==> src/design/lcsrk_pkg.sv <==
`default_nettype none

package lcsrk_pkg;

  // converter width default, handed to the top level
  localparam int unsigned ADC_BITS_DEF = 24;

  // fixed field widths
  localparam int unsigned OFFSET_W  = 24;
  localparam int unsigned WEIGHT_W  = 32;
  localparam int unsigned SCALE_W   = 32;
  localparam int unsigned LIMIT_W   = 31;
  localparam int unsigned NOISE_W   = 32;
  localparam int unsigned GAIN_W    = 17;
  localparam int unsigned CFG_IDX_W = 3;
  localparam int unsigned CFG_DAT_W = 32;
  localparam int unsigned CNT_W     = 5;

  // one multiplier bit per cycle
  localparam int unsigned SCALE_STEPS = SCALE_W;
  localparam int unsigned GAIN_STEPS  = GAIN_W;

  // gain of one in Q1.16
  localparam logic [GAIN_W-1:0] GAIN_ONE = 17'h10000;

  // reset values of the registers
  localparam logic [OFFSET_W-1:0] ZERO_OFFSET_RST   = 24'd0;
  localparam logic [SCALE_W-1:0]  SCALE_RST         = 32'd65536;
  localparam logic [LIMIT_W-1:0]  LIMIT_NORMAL_RST  = 31'd444;
  localparam logic [LIMIT_W-1:0]  LIMIT_RAISED_RST  = 31'd888;
  localparam logic [NOISE_W-1:0]  MEAS_NOISE_RST    = 32'd0;
  localparam logic [NOISE_W-1:0]  PROC_NOISE_RST    = 32'd43647;

  localparam logic [WEIGHT_W-1:0] WEIGHT_MAX = 32'h7FFF_FFFF;
  localparam logic [WEIGHT_W-1:0] WEIGHT_MIN = 32'h8000_0000;

  typedef enum logic [CFG_IDX_W-1:0] {
    CFG_ZERO_OFFSET  = 3'd0,
    CFG_SCALE        = 3'd1,
    CFG_LIMIT_NORMAL = 3'd2,
    CFG_LIMIT_RAISED = 3'd3,
    CFG_MEAS_NOISE   = 3'd4,
    CFG_PROC_NOISE   = 3'd5
  } cfg_idx_e;

  typedef enum logic [3:0] {
    ST_IDLE,
    ST_PREP,
    ST_MUL,
    ST_SAT,
    ST_CHECK,
    ST_DELTA,
    ST_KMUL,
    ST_SUM,
    ST_DONE
  } state_e;

endpackage

`default_nettype wire

==> src/design/load_cell_spike_reject_kalman_top.sv <==
`default_nettype none

// channel   dir  handshake                       payload
// s_axis    in   s_axis_tvalid_i/s_axis_tready_o tdata: adc_sample
// m_axis    out  m_axis_tvalid_o/m_axis_tready_i tdata: filtered, checked; tuser: exceeded
// cfg       in   cfg_valid_i/cfg_ready_o         cfg_index_i, cfg_data_i
//
// a new word is accepted only after the previous one has passed through all steps
// and its result has been written to the output register; the time is set by the
// bit-serial scale multiplier (gain divider runs beside it) and the bit-serial
// kalman multipliers (one step per gain bit)
// reset clears the registers to their defaults and the filter state to zero
// a waiting result sits in the output register; the block holds in its last step
// only when a new result is ready and the previous one has not yet been taken

module load_cell_spike_reject_kalman_top #(
  parameter int unsigned ADC_BITS = lcsrk_pkg::ADC_BITS_DEF
) (
  input  wire logic                             clk_i,
  input  wire logic                             rst_ni,
  // input stream
  input  wire logic                             s_axis_tvalid_i,
  output logic                                  s_axis_tready_o,
  // [ADC_BITS-1:0] adc_sample, rest zero
  input  wire logic [((ADC_BITS+7)/8)*8-1:0]    s_axis_tdata_i,
  // result stream
  output logic                                  m_axis_tvalid_o,
  input  wire logic                             m_axis_tready_i,
  // [31:0] filtered_weight, [63:32] checked_weight
  output logic [2*lcsrk_pkg::WEIGHT_W-1:0]      m_axis_tdata_o,
  // [0] limit_exceeded
  output logic                                  m_axis_tuser_o,
  // register writes
  input  wire logic                             cfg_valid_i,
  output logic                                  cfg_ready_o,
  input  wire logic [lcsrk_pkg::CFG_IDX_W-1:0]  cfg_index_i,
  input  wire logic [lcsrk_pkg::CFG_DAT_W-1:0]  cfg_data_i
);

  localparam int unsigned WW  = lcsrk_pkg::WEIGHT_W;
  localparam int unsigned GW  = lcsrk_pkg::GAIN_W;
  localparam int unsigned NW  = lcsrk_pkg::NOISE_W;
  localparam int unsigned SW  = lcsrk_pkg::SCALE_W;
  localparam int unsigned OW  = lcsrk_pkg::OFFSET_W;
  localparam int unsigned LW  = lcsrk_pkg::LIMIT_W;
  localparam int unsigned CW  = lcsrk_pkg::CNT_W;
  // difference of sample and tare, one bit of headroom
  localparam int unsigned DW  = ((ADC_BITS > OW) ? ADC_BITS : OW) + 1;
  // truncated scale product
  localparam int unsigned QW  = DW + 16;
  // jump and innovation width
  localparam int unsigned JW  = WW + 1;
  // kalman accumulator high part, signed
  localparam int unsigned KHW = JW + 1;
  // estimate times 2^16 plus gain product
  localparam int unsigned SUMW = KHW + GW + 1;
  localparam int unsigned EPW  = NW + GW;

  localparam logic [CW-1:0] SCALE_LAST = CW'(lcsrk_pkg::SCALE_STEPS - 1);
  localparam logic [CW-1:0] GAIN_LAST  = CW'(lcsrk_pkg::GAIN_STEPS - 1);

  // ---------------------------------------------------------------------------
  // register file
  // ---------------------------------------------------------------------------
  logic [OW-1:0] zero_offset_q;
  logic [SW-1:0] scale_q;
  logic [LW-1:0] limit_normal_q;
  logic [LW-1:0] limit_raised_q;
  logic [NW-1:0] meas_noise_q;
  logic [NW-1:0] proc_noise_q;

  logic cfg_fire;
  assign cfg_ready_o = 1'b1;
  assign cfg_fire    = cfg_valid_i & cfg_ready_o;

  always_ff @(posedge clk_i or negedge rst_ni) begin
    if (!rst_ni) begin
      zero_offset_q  <= lcsrk_pkg::ZERO_OFFSET_RST;
      scale_q        <= lcsrk_pkg::SCALE_RST;
      limit_normal_q <= lcsrk_pkg::LIMIT_NORMAL_RST;
      limit_raised_q <= lcsrk_pkg::LIMIT_RAISED_RST;
      meas_noise_q   <= lcsrk_pkg::MEAS_NOISE_RST;
      proc_noise_q   <= lcsrk_pkg::PROC_NOISE_RST;
    end else if (cfg_fire) begin
      unique case (cfg_index_i)
        lcsrk_pkg::CFG_ZERO_OFFSET:  zero_offset_q  <= cfg_data_i[OW-1:0];
        lcsrk_pkg::CFG_SCALE:        scale_q        <= cfg_data_i[SW-1:0];
        lcsrk_pkg::CFG_LIMIT_NORMAL: limit_normal_q <= cfg_data_i[LW-1:0];
        lcsrk_pkg::CFG_LIMIT_RAISED: limit_raised_q <= cfg_data_i[LW-1:0];
        lcsrk_pkg::CFG_MEAS_NOISE:   meas_noise_q   <= cfg_data_i[NW-1:0];
        lcsrk_pkg::CFG_PROC_NOISE:   proc_noise_q   <= cfg_data_i[NW-1:0];
        default: ;  // indexes past the list are dropped
      endcase
    end
  end

  // ---------------------------------------------------------------------------
  // sequencer
  // ---------------------------------------------------------------------------
  lcsrk_pkg::state_e state_q, state_d;
  logic [CW-1:0]     cnt_q, cnt_d;
  logic              in_fire;
  logic              done_fire;
  logic              m_valid_q, m_valid_d;

  always_comb begin
    state_d = state_q;
    unique case (state_q)
      lcsrk_pkg::ST_IDLE:  if (in_fire) state_d = lcsrk_pkg::ST_PREP;
      lcsrk_pkg::ST_PREP:  state_d = lcsrk_pkg::ST_MUL;
      lcsrk_pkg::ST_MUL:   if (cnt_q == SCALE_LAST) state_d = lcsrk_pkg::ST_SAT;
      lcsrk_pkg::ST_SAT:   state_d = lcsrk_pkg::ST_CHECK;
      lcsrk_pkg::ST_CHECK: state_d = lcsrk_pkg::ST_DELTA;
      lcsrk_pkg::ST_DELTA: state_d = lcsrk_pkg::ST_KMUL;
      lcsrk_pkg::ST_KMUL:  if (cnt_q == GAIN_LAST) state_d = lcsrk_pkg::ST_SUM;
      lcsrk_pkg::ST_SUM:   state_d = lcsrk_pkg::ST_DONE;
      lcsrk_pkg::ST_DONE:  if (done_fire) state_d = lcsrk_pkg::ST_IDLE;
      default:             state_d = lcsrk_pkg::ST_IDLE;
    endcase
  end

  always_comb begin
    s_axis_tready_o = 1'b0;
    done_fire       = 1'b0;
    cnt_d           = '0;
    unique case (state_q) inside
      lcsrk_pkg::ST_IDLE: s_axis_tready_o = 1'b1;
      lcsrk_pkg::ST_MUL,
      lcsrk_pkg::ST_KMUL: cnt_d = cnt_q + 1'b1;
      lcsrk_pkg::ST_DONE: done_fire = !m_valid_q || m_axis_tready_i;
      default: ;
    endcase
  end

  assign in_fire = s_axis_tvalid_i & s_axis_tready_o;

  always_comb begin
    m_valid_d = m_valid_q;
    if (m_valid_q && m_axis_tready_i) m_valid_d = 1'b0;
    if (done_fire) m_valid_d = 1'b1;
  end

  always_ff @(posedge clk_i or negedge rst_ni) begin
    if (!rst_ni) begin
      state_q   <= lcsrk_pkg::ST_IDLE;
      cnt_q     <= '0;
      m_valid_q <= 1'b0;
    end else begin
      state_q   <= state_d;
      cnt_q     <= cnt_d;
      m_valid_q <= m_valid_d;
    end
  end

  // ---------------------------------------------------------------------------
  // datapath
  // ---------------------------------------------------------------------------
  logic [ADC_BITS-1:0] adc_sample;
  logic [DW-1:0]       adc_ext, offset_ext;
  assign adc_sample = s_axis_tdata_i[ADC_BITS-1:0];
  assign adc_ext    = {{(DW-ADC_BITS){adc_sample[ADC_BITS-1]}}, adc_sample};
  assign offset_ext = {{(DW-OW){zero_offset_q[OW-1]}}, zero_offset_q};

  // working registers, no reset needed
  logic [DW-1:0]   diff_q;
  logic [DW-1:0]   mag_q;
  logic            neg_q;
  logic [DW-1:0]   mhi_q;        // scale product, high part
  logic [SW-1:0]   mlo_q;        // scale bits shifting out, product bits shifting in
  logic [NW+1:0]   rem_q;        // divider remainder
  logic [NW:0]     den_q;        // meas noise plus error
  logic [GW-1:0]   quo_q;
  logic [GW-1:0]   gain_q;
  logic [WW-1:0]   z_q;          // scaled, saturated
  logic [WW-1:0]   zc_q;         // after spike check
  logic            rej_q;
  logic [JW-1:0]   delta_q;
  logic [KHW-1:0]  khi_q;        // gain times innovation, signed
  logic [GW-1:0]   klo_q;
  logic [NW-1:0]   ehi_q;        // (1 - gain) times error
  logic [GW-1:0]   elo_q;
  logic [SUMW-1:0] sum_q;
  logic [NW+1:0]   ne_q;

  // filter state
  logic [WW-1:0]   prev_q;
  logic            spike_q;
  logic [WW-1:0]   est_q;
  logic [NW-1:0]   err_q;

  // output register
  logic [WW-1:0]   out_filt_q;
  logic [WW-1:0]   out_chk_q;
  logic            out_exc_q;

  // scale multiplier step
  logic [DW:0]     msum;
  assign msum = {1'b0, mhi_q} + (mlo_q[0] ? {1'b0, mag_q} : '0);

  // gain divider step, first step without the shift
  logic [NW+1:0]   dtrial;
  logic            dge;
  assign dtrial = (cnt_q == '0) ? rem_q : {rem_q[NW:0], 1'b0};
  assign dge    = dtrial >= {1'b0, den_q};

  // saturation of the truncated scale product
  logic [QW-1:0]   qprod;
  logic            qsat;
  logic [WW-1:0]   zsat;
  assign qprod = {mhi_q, mlo_q[SW-1:16]};
  assign qsat  = |qprod[QW-1:WW-1];
  always_comb begin
    if (qsat)       zsat = neg_q ? lcsrk_pkg::WEIGHT_MIN : lcsrk_pkg::WEIGHT_MAX;
    else if (neg_q) zsat = ~qprod[WW-1:0] + 1'b1;
    else            zsat = qprod[WW-1:0];
  end

  // upward jump against the active limit
  logic [JW-1:0]   jump;
  logic [LW-1:0]   limit_act;
  logic            rej;
  assign jump      = {z_q[WW-1], z_q} - {prev_q[WW-1], prev_q};
  assign limit_act = spike_q ? limit_raised_q : limit_normal_q;
  assign rej       = $signed(jump) > $signed({{(JW-LW){1'b0}}, limit_act});

  // kalman multiplier steps
  logic [KHW:0]    ksum;
  logic [NW:0]     esum;
  assign ksum = {khi_q[KHW-1], khi_q} + (klo_q[0] ? {{2{delta_q[JW-1]}}, delta_q} : '0);
  assign esum = {1'b0, ehi_q} + (elo_q[0] ? {1'b0, err_q} : '0);

  // estimate, truncated toward zero, then clamped
  logic [SUMW-1:0]    sum_adj;
  logic [SUMW-17:0]   est_full;
  logic [WW-1:0]      est_new;
  logic [EPW-1:0]     eprod;
  logic [NW-1:0]      err_new;
  assign sum_adj  = sum_q + (sum_q[SUMW-1] ? SUMW'(16'hFFFF) : '0);
  assign est_full = sum_adj[SUMW-1:16];
  always_comb begin
    if (est_full[SUMW-17:WW-1] != '0 && est_full[SUMW-17:WW-1] != '1)
      est_new = est_full[SUMW-17] ? lcsrk_pkg::WEIGHT_MIN : lcsrk_pkg::WEIGHT_MAX;
    else
      est_new = est_full[WW-1:0];
  end
  assign eprod   = {ehi_q, elo_q};
  assign err_new = (ne_q[NW+1:NW] != '0) ? '1 : ne_q[NW-1:0];

  always_ff @(posedge clk_i) begin
    unique case (state_q)
      lcsrk_pkg::ST_IDLE: begin
        if (in_fire) diff_q <= adc_ext - offset_ext;
      end
      lcsrk_pkg::ST_PREP: begin
        neg_q <= diff_q[DW-1];
        mag_q <= diff_q[DW-1] ? (~diff_q + 1'b1) : diff_q;
        mhi_q <= '0;
        mlo_q <= scale_q;
        rem_q <= {2'b00, err_q};
        den_q <= {1'b0, meas_noise_q} + {1'b0, err_q};
      end
      lcsrk_pkg::ST_MUL: begin
        mhi_q <= msum[DW:1];
        mlo_q <= {msum[0], mlo_q[SW-1:1]};
        if (cnt_q <= GAIN_LAST) begin
          rem_q <= dge ? (dtrial - {1'b0, den_q}) : dtrial;
          quo_q <= {quo_q[GW-2:0], dge};
        end
      end
      lcsrk_pkg::ST_SAT: begin
        z_q    <= zsat;
        // both noise terms zero: take the gain as one
        gain_q <= (den_q == '0) ? lcsrk_pkg::GAIN_ONE : quo_q;
      end
      lcsrk_pkg::ST_CHECK: begin
        zc_q  <= rej ? prev_q : z_q;
        rej_q <= rej;
      end
      lcsrk_pkg::ST_DELTA: begin
        delta_q <= {zc_q[WW-1], zc_q} - {est_q[WW-1], est_q};
        khi_q   <= '0;
        klo_q   <= gain_q;
        ehi_q   <= '0;
        elo_q   <= lcsrk_pkg::GAIN_ONE - gain_q;
      end
      lcsrk_pkg::ST_KMUL: begin
        khi_q <= ksum[KHW:1];
        klo_q <= {ksum[0], klo_q[GW-1:1]};
        ehi_q <= esum[NW:1];
        elo_q <= {esum[0], elo_q[GW-1:1]};
      end
      lcsrk_pkg::ST_SUM: begin
        sum_q <= {{(SUMW-WW-16){est_q[WW-1]}}, est_q, 16'h0000}
               + {khi_q[KHW-1], khi_q, klo_q};
        ne_q  <= {1'b0, eprod[EPW-1:16]} + {2'b00, proc_noise_q};
      end
      lcsrk_pkg::ST_DONE: begin
        if (done_fire) begin
          out_filt_q <= est_new;
          out_chk_q  <= zc_q;
          out_exc_q  <= rej_q;
        end
      end
      default: ;
    endcase
  end

  // filter state, cleared by reset
  always_ff @(posedge clk_i or negedge rst_ni) begin
    if (!rst_ni) begin
      prev_q  <= '0;
      spike_q <= 1'b0;
      est_q   <= '0;
      err_q   <= '0;
    end else begin
      if (state_q == lcsrk_pkg::ST_CHECK) begin
        prev_q  <= rej ? prev_q : z_q;
        spike_q <= rej;
      end
      if (done_fire) begin
        est_q <= est_new;
        err_q <= err_new;
      end
    end
  end

  assign m_axis_tvalid_o = m_valid_q;
  assign m_axis_tdata_o  = {out_chk_q, out_filt_q};
  assign m_axis_tuser_o  = out_exc_q;

  // ---------------------------------------------------------------------------
  // checks
  // ---------------------------------------------------------------------------
  a_accept_starts : assert property (@(posedge clk_i) disable iff (!rst_ni)
    in_fire |=> state_q == lcsrk_pkg::ST_PREP)
    else $error("accepted word did not start the sequence");

  a_scale_len : assert property (@(posedge clk_i) disable iff (!rst_ni)
    (state_q == lcsrk_pkg::ST_MUL && cnt_q == SCALE_LAST) |=> state_q == lcsrk_pkg::ST_SAT)
    else $error("scale multiply did not end after its last bit");

  a_gain_range : assert property (@(posedge clk_i) disable iff (!rst_ni)
    state_q == lcsrk_pkg::ST_DELTA |-> gain_q <= lcsrk_pkg::GAIN_ONE)
    else $error("kalman gain above one");

  a_checked_kept : assert property (@(posedge clk_i) disable iff (!rst_ni)
    state_q == lcsrk_pkg::ST_DONE |-> zc_q == prev_q)
    else $error("checked weight differs from the kept previous weight");

  a_no_overwrite : assert property (@(posedge clk_i) disable iff (!rst_ni)
    (m_valid_q && !m_axis_tready_i && state_q == lcsrk_pkg::ST_DONE)
      |=> state_q == lcsrk_pkg::ST_DONE)
    else $error("result left the sequencer while the output word was held");

endmodule

`default_nettype wire
==> config.mk <==
export PLATFORM = sky130hd
export DESIGN_NAME = load_cell_spike_reject_kalman_top
export DESIGN_NICKNAME = d
export VERILOG_FILES = /design/src/design/lcsrk_pkg.sv /design/src/design/load_cell_spike_reject_kalman_top.sv
export SDC_FILE = /design/constraint.sdc
export NUM_CORES = 2
export LEC_CHECK = 0
export BUFFER_PORTS_ARGS = -buffer_cell sky130_fd_sc_hd__buf_2
export CAP_MARGIN = 10
export CORE_MARGIN = 2
export CORE_UTILIZATION = 69
export CTS_CLUSTER_DIAMETER = 40
export DETAILED_ROUTE_END_ITERATION = 10
export MAX_ROUTING_LAYER = met4
export PLACE_DENSITY = 0.87
export REMOVE_ABC_BUFFERS = 1
export SLEW_MARGIN = 25
export SYNTH_ARGS = -nofsm -noshare
export SYNTH_HDL_FRONTEND = slang
export SYNTH_SLANG_ARGS = --single-unit
==> constraint.sdc <==
create_clock -name clk_i -period 11.6 [get_ports clk_i]
set_input_delay 2.32 -clock clk_i [delete_from_list [all_inputs] [get_ports clk_i]]
set_output_delay 2.32 -clock clk_i [all_outputs]
set_load 0.01 [all_outputs]
Yosys cells after proc, flatten, opt, wreduce, memory -nomap -nowiden:

Cells that the tools add are included.

* register bits: 847
* latch bits: 0
* bits in writable memories: 0
* memory bits (read-only): 0
* input port bits: 64
* logic and storage cells: 137
* memories: 0

* add/subtract/negate cells: 15
* multipliers: 0
* divide/modulo/power cells: 0
* order comparisons: 3
* eq/ne operators: 21
* shift operators: 0
* muxes and demuxes: 33
* bitwise gates (word level): 3
* reduce and logical (&&, ||, !) cells: 26

Operators by type and width (count)
* $mux 32: 8
* $pmux 34 s2: 2
* $pmux 32 s2: 2
* $mux 34: 3
* $pmux 17 s2: 2
* $add 32x32->33: 2
* $sub 32x32->33: 2
* $add 48x51->52: 1
* $add 52x16->52: 1
* $pmux 25 s2: 1
* $pmux 4 s9: 1
* $add 35x35->35: 1
* $mux 35: 1
* $add 33x32->34: 1
* $ge 34x33->1: 1
* $sub 34x33->34: 1
* $gt 33x32->1: 1
* $logic_not 33->1: 1
* $add 32x1->32 const B: 1
* $not 32->32: 1
* $mux 31: 1
* $add 25x25->26: 1
* $add 25x1->25 const B: 1
* $mux 25: 1
* 34 further kinds: 63

Depth between registers and ports, before layout:

* depth after elaboration: 6
* gate-level depth with buffers: 26

Worst setup path before layout:

OpenSTA, ideal clock, no wires.

* path type: register to register
* start point: register state_q[1]
* end point: register mhi_q[0], enable pin
* setup time: 422 ps
* data arrival time: 6456 ps
* data required time: 11178 ps
* setup slack: 4723 ps
* cell stages (with the launch flop): 5
* path buffers: 1
* period minus slack after synthesis: 6877 ps
* cells stage by stage: dfrtp_1 > clkbuf_1 > nand2b_1 > nor3_1 > nand2b_1

* word-level cells in the longest chain between the ends: 2

RTL lines
* start: declaration: line load_cell_spike_reject_kalman_top.sv:100 `lcsrk_pkg::state_e state_q, state_d;`
* start signal: assignment: line load_cell_spike_reject_kalman_top.sv:145 `state_q <= lcsrk_pkg::ST_IDLE;`
* start signal: assignment: line load_cell_spike_reject_kalman_top.sv:149 `state_q <= state_d;`
* $eq 4x2->1 or $eq 4x1->1 (tied branches): line load_cell_spike_reject_kalman_top.sv:250 `unique case (state_q)`
* $reduce_bool 2->1 (no source line) *
* end signal: assignment: line load_cell_spike_reject_kalman_top.sv:263 `mhi_q <= msum[DW:1];`
* end: declaration: line load_cell_spike_reject_kalman_top.sv:168 `logic [DW-1:0] mhi_q;`

Mark *: on every way between the ends. The rest lies on a longest branch, timed or not.
A chain may end at the register's enable or synchronous reset.

Worst setup path after layout:

* start point: register z_q[0]
* end point: register prev_q[19]

* word-level cells in the longest chain between the ends: 3

RTL lines
* start: declaration: line load_cell_spike_reject_kalman_top.sv:174 `logic [WW-1:0] z_q;`
* start signal: assignment: line load_cell_spike_reject_kalman_top.sv:271 `z_q <= zsat;`
* $sub 32x32->33: line load_cell_spike_reject_kalman_top.sv:222 `assign jump = {z_q[WW-1], z_q} - {prev_q[WW-1], prev_q};`
* $gt 33x32->1: line load_cell_spike_reject_kalman_top.sv:224 `assign rej = $signed(jump) > $signed({{(JW-LW){1'b0}}, limit_act});`
* $mux 32
* end signal: assignment: line load_cell_spike_reject_kalman_top.sv:317 `prev_q <= rej ? prev_q : z_q;`
* end: declaration: line load_cell_spike_reject_kalman_top.sv:186 `logic [WW-1:0] prev_q;`

Every way passes these cells.

==> flow_metrics.py <==
metrics = {
    "timing": {
        "rsz0062_at_grt": "no",
        "finalSetupViolations": 0,
        "fmax_mhz": 151.2,
        "slew_headroom_pct": 33.02,
        "tightest_slew_ns": 1.005,
        "skew_ns": 0.03134,
        "period_needed_ns": 6.615,
        "hold_viol": 0,
        "maxSlewViolCount": 0,
        "finalSetupTns_ns": 0,
        "finalCritPeriodShare_pct": 57.03,
    },
    "power": {
        "swShare_pct": 41.41,
        "internal_power_uw": 10920,
        "ir_worst_vdd_uv": 284.3,
        "switchingPower_uw": 7717,
        "p_comb_share_pct": 50.0,
        "total_power_uw": 18640,
        "p_per_area_nw_per_um2": 335.3,
        "p_leak_uw": 0.02321,
        "power_frac_seq_pct": 30.7,
        "pwr-share-clk_pct": 19.3,
    },
    "worst_hold_path": {
        "min_to": "m_axis_tuser_o",
        "worstHoldPathType": "flop to flop",
        "min_from": "rej_q",
        "min_path_cells": 0,
    },
    "synthesis": {
        "synth-main-ff-cell": "edfxtp_1",
        "yosys.area_share.xor_xnor_pct": 5.374,
        "yosysWarningCount": 0,
        "synth_area_sq_um": 49870,
        "synth_compound_area_share_pct": 12.71,
        "ys_types": 85,
        "synth_top_family_by_area": "simple AND/OR/NAND/NOR gates",
        "synthSimpleGateAreaFrac_pct": 13.73,
        "synth-seq-cells": 847,
        "synth-async-reset-ratio_pct": 34.12,
        "synthCells": 4666,
        "muxShareOfSynthArea_pct": 7.645,
        "ys_seq_area_share_pct": 48.16,
        "synth_edf_count": 558,
        "syn_area_per_cell_sq_um": 10.69,
        "synth_adder_area_share_pct": 9.509,
    },
    "die": {
        "row_count": 98,
        "core_area_sq_um": 71490,
        "fp.dieW_microns": 272.8,
        "die-area_sq_um": 74440,
        "start_util_pct": 69.76,
        "dieHeight_microns": 272.8,
        "io_pins": 132,
    },
    "routing": {
        "vias": 37490,
        "drt_pass1_iterations": 6,
        "drc": 0,
        "wl_per_cell_microns": 21.14,
        "ant_nets": 0,
        "routed_wl_microns": 124100,
        "drt_iter0_drc": 3571,
        "viasPerCell": 6.388,
    },
    "placement": {
        "io_buffers": 130,
        "placed_cells": 5651,
        "dp_hpwl_microns": 87550,
        "gp_congestion": 0.9807,
        "placed_area_sq_um": 51610,
    },
    "grt": {
        "grtUsageTotal_pct": 34.22,
        "antenna_found_initial": 5,
        "overflow": 0,
        "grt_pass1_wl_microns": 195200,
        "grt_max_degree": 176,
        "grt_pass1_vias": 36880,
    },
    "worst_setup_path": {
        "worstSetupPathType": "flop to flop",
        "required_ns": 12.14,
        "r2r-end": "prev_q[19]",
        "cp_max_fo": 33,
        "cp-start-kind": "flop",
        "critPathCaptureType": "flop",
        "r2r.worst_path.cells": 24,
        "timing.rr.start": "z_q[0]",
        "ff2ff_setup_slack_ns": 4.98,
        "cp.arrival_ns": 7.16,
    },
    "clocking": {
        "clock_path_buffers": 3,
        "post_cts_resized": 0,
        "numClockSinks": 847,
        "cts_made_buffers": 113,
        "h-tree-depth": 3,
        "post-cts-setup-buffer-count": 0,
        "clk_transition_reported_paths_ns": 0.06,
        "holdBufCountCts": 0,
        "tritoncts": "yes",
        "clk-insertion-delay-late_ns": 0.68,
        "cts_root_buf": "clkbuf_16",
    },
    "run": {
        "maxCapViolations": 0,
    },
    "status": {
        "outcome": "finished, final reports clean",
    },
    "cells_and_area": {
        "fill_cells": 4293,
        "syn2layout_area_growth_pct": 11.45,
        "drive_above_1_share_pct": 14.89,
        "finalInstanceArea_sq_um": 55580,
        "instances_no_fill": 5869,
        "num-nets-final": 5254,
        "postLayoutCoreUtil_pct": 77.75,
    },
}
layout make-up:
cell class              instances  area (sq um)  area share (%)
repair buffers                163         957.2           1.722
well taps                     950          1189           2.139
clock buffers                 131          2958           5.322
clock inverters                82         953.4           1.715
multi-input cells            3446         24560           44.20
diodes                          4         10.01         0.01801
flip-flops and latches        847         24020           43.22
inverters                     246         928.4           1.670
Yosys cell counts, drive strengths merged (29+ instances only):
cell type / count / share of area, %
nand2: 439 / 3.3
mux2i: 58 / 1.2
a21o: 116 / 1.7
and3: 34 / 0.43
o31ai: 29 / 0.47
clkbuf: 99 / 0.75
edfxtp: 558 / 34
nand2b: 59 / 0.74
nor2b: 62 / 0.78
xor2: 102 / 1.8
xnor2: 204 / 3.6
a211oi: 31 / 0.47
nor2: 340 / 2.6
o21ai: 253 / 2.5
mux2: 287 / 6.5
a31oi: 38 / 0.48
o21a: 58 / 0.87
nand3: 94 / 0.96
nand4: 37 / 0.49
a21oi: 273 / 2.7
dfrtp: 265 / 13
nor3: 113 / 1.2
ha: 363 / 9.1
nor4: 36 / 0.45
inv: 245 / 1.8
and2: 109 / 1.4
worst max path at each step:
| stage | from | endpoint | slack [ns] | cells after the start |
|---|---|---|---|---|
| 2_1_floorplan | m_axis_tready_i | est_q[0] | 4.67 | 4 |
| 3_3_place_gp | z_q[0] | prev_q[0] | 5.13 | 24 |
| 3_5_place_dp | z_q[0] | prev_q[1] | 4.96 | 24 |
| 4_1_cts | z_q[0] | prev_q[22] | 4.94 | 24 |
| 5_1_grt | z_q[0] | prev_q[14] | 4.35 | 24 |
| 6_report | z_q[0] | prev_q[19] | 4.98 | 24 |
stage by stage:
| stage | worst slack, ns | hold slack [ns] |
|---|---|---|
| detailed placement | 4.957 | 0.4276 |
| CTS | 4.938 | 0.4491 |
| floorplan | 4.673 | 0.4003 |
| global placement | 5.132 | 0.4243 |
| finish | 4.985 | 0.4493 |
| global route | 4.350 | 0.4534 |
flip-flops by register name, summed over array words and instances, names as in the netlist, 31 cells and up:
name,flops
err_q,32
sum_q,52
den_q,33
z_q,32
ehi_q,32
proc_noise_q,32
limit_normal_q,31
meas_noise_q,32
limit_raised_q,31
delta_q,33
out_filt_q,32
mlo_q,32
prev_q,32
scale_q,32
rem_q,34
ne_q,34
zc_q,32
out_chk_q,32
khi_q,34
est_q,32
critical path, stage by stage, from the launching register on:
cell and delay [ns]:
edfxtp_1 0.41, inv_1 0.08, ha_1 0.17, inv_1 0.06
fa_1 0.42, a21o_1 0.19, a21oi_1 0.22, o21bai_1 0.17
a211o_1 0.38, a21boi_0 0.17, o21ai_0 0.24, a21o_1 0.25
a21oi_1 0.16, xnor2_1 0.15, ha_1 0.27, a21o_1 0.19
a21o_1 0.17, a21oi_1 0.14, o221ai_1 0.12, o41ai_1 0.40
a22oi_1 0.19, or3_1 0.34, o221ai_1 0.25, nand3_2 0.76
mux2_2 0.58
per-layer routing:
layer  track usage [%]  up-vias  routed length, microns
met5                 -        -                       0
met4             14.92        0                    5618
met3             4.516      348                    9125
met2             56.24     1626                   59990
met1             42.70    18140                   49370
li1                  -    17380                       -
cells in the final DEF (no fill, tap or decap), drive strengths merged, types with 14 or more instances in the layout:
cell	netlist	final
a211o	14	14
a211oi	31	31
a21boi	15	15
a21o	116	116
a21oi	273	273
a31oi	38	38
and2	109	109
and3	34	34
buf	28	163
bufinv	0	14
clkbuf	99	131
clkinv	1	33
clkinvlp	0	14
dfrtp	265	265
dfstp	24	24
edfxtp	558	558
ha	363	363
inv	245	267
mux2	287	287
mux2i	58	58
nand2	439	439
nand2b	59	59
nand3	94	94
nand4	37	37
nor2	340	340
nor2b	62	62
nor3	113	113
nor4	36	36
o211ai	25	25
o21a	58	58
o21ai	253	253
o21bai	27	27
o31ai	29	29
o41ai	15	15
or2	19	19
or3	28	28
xnor2	204	204
xor2	102	102
power by group through the flow:
| stage | Sequential (uW) | Combinational, uW | Clock (uW) |
|---|---|---|---|
| finish | 5720 | 9320 | 3590 |
| global route | 5810 | 10300 | 3730 |
| CTS | 5700 | 9200 | 3600 |
| detailed placement | 5720 | 9030 | 0 |
| global placement | 5670 | 8710 | 0 |
| floorplan | 5420 | 7050 | 0 |
logic make-up (layout without fill, tap and decap cells):
logic type,Yosys count,count (layout)
and+or+nand+nor,1421,1421
AOI/OAI and AO/OA,1000,1000
DFF,847,847
adders and majority gates,373,373
buffers and inverters,373,622
muxes,345,345
xor gates and xnor gates,306,306
other,1,5
Note: power is estimated with default switching activity, not from simulation.
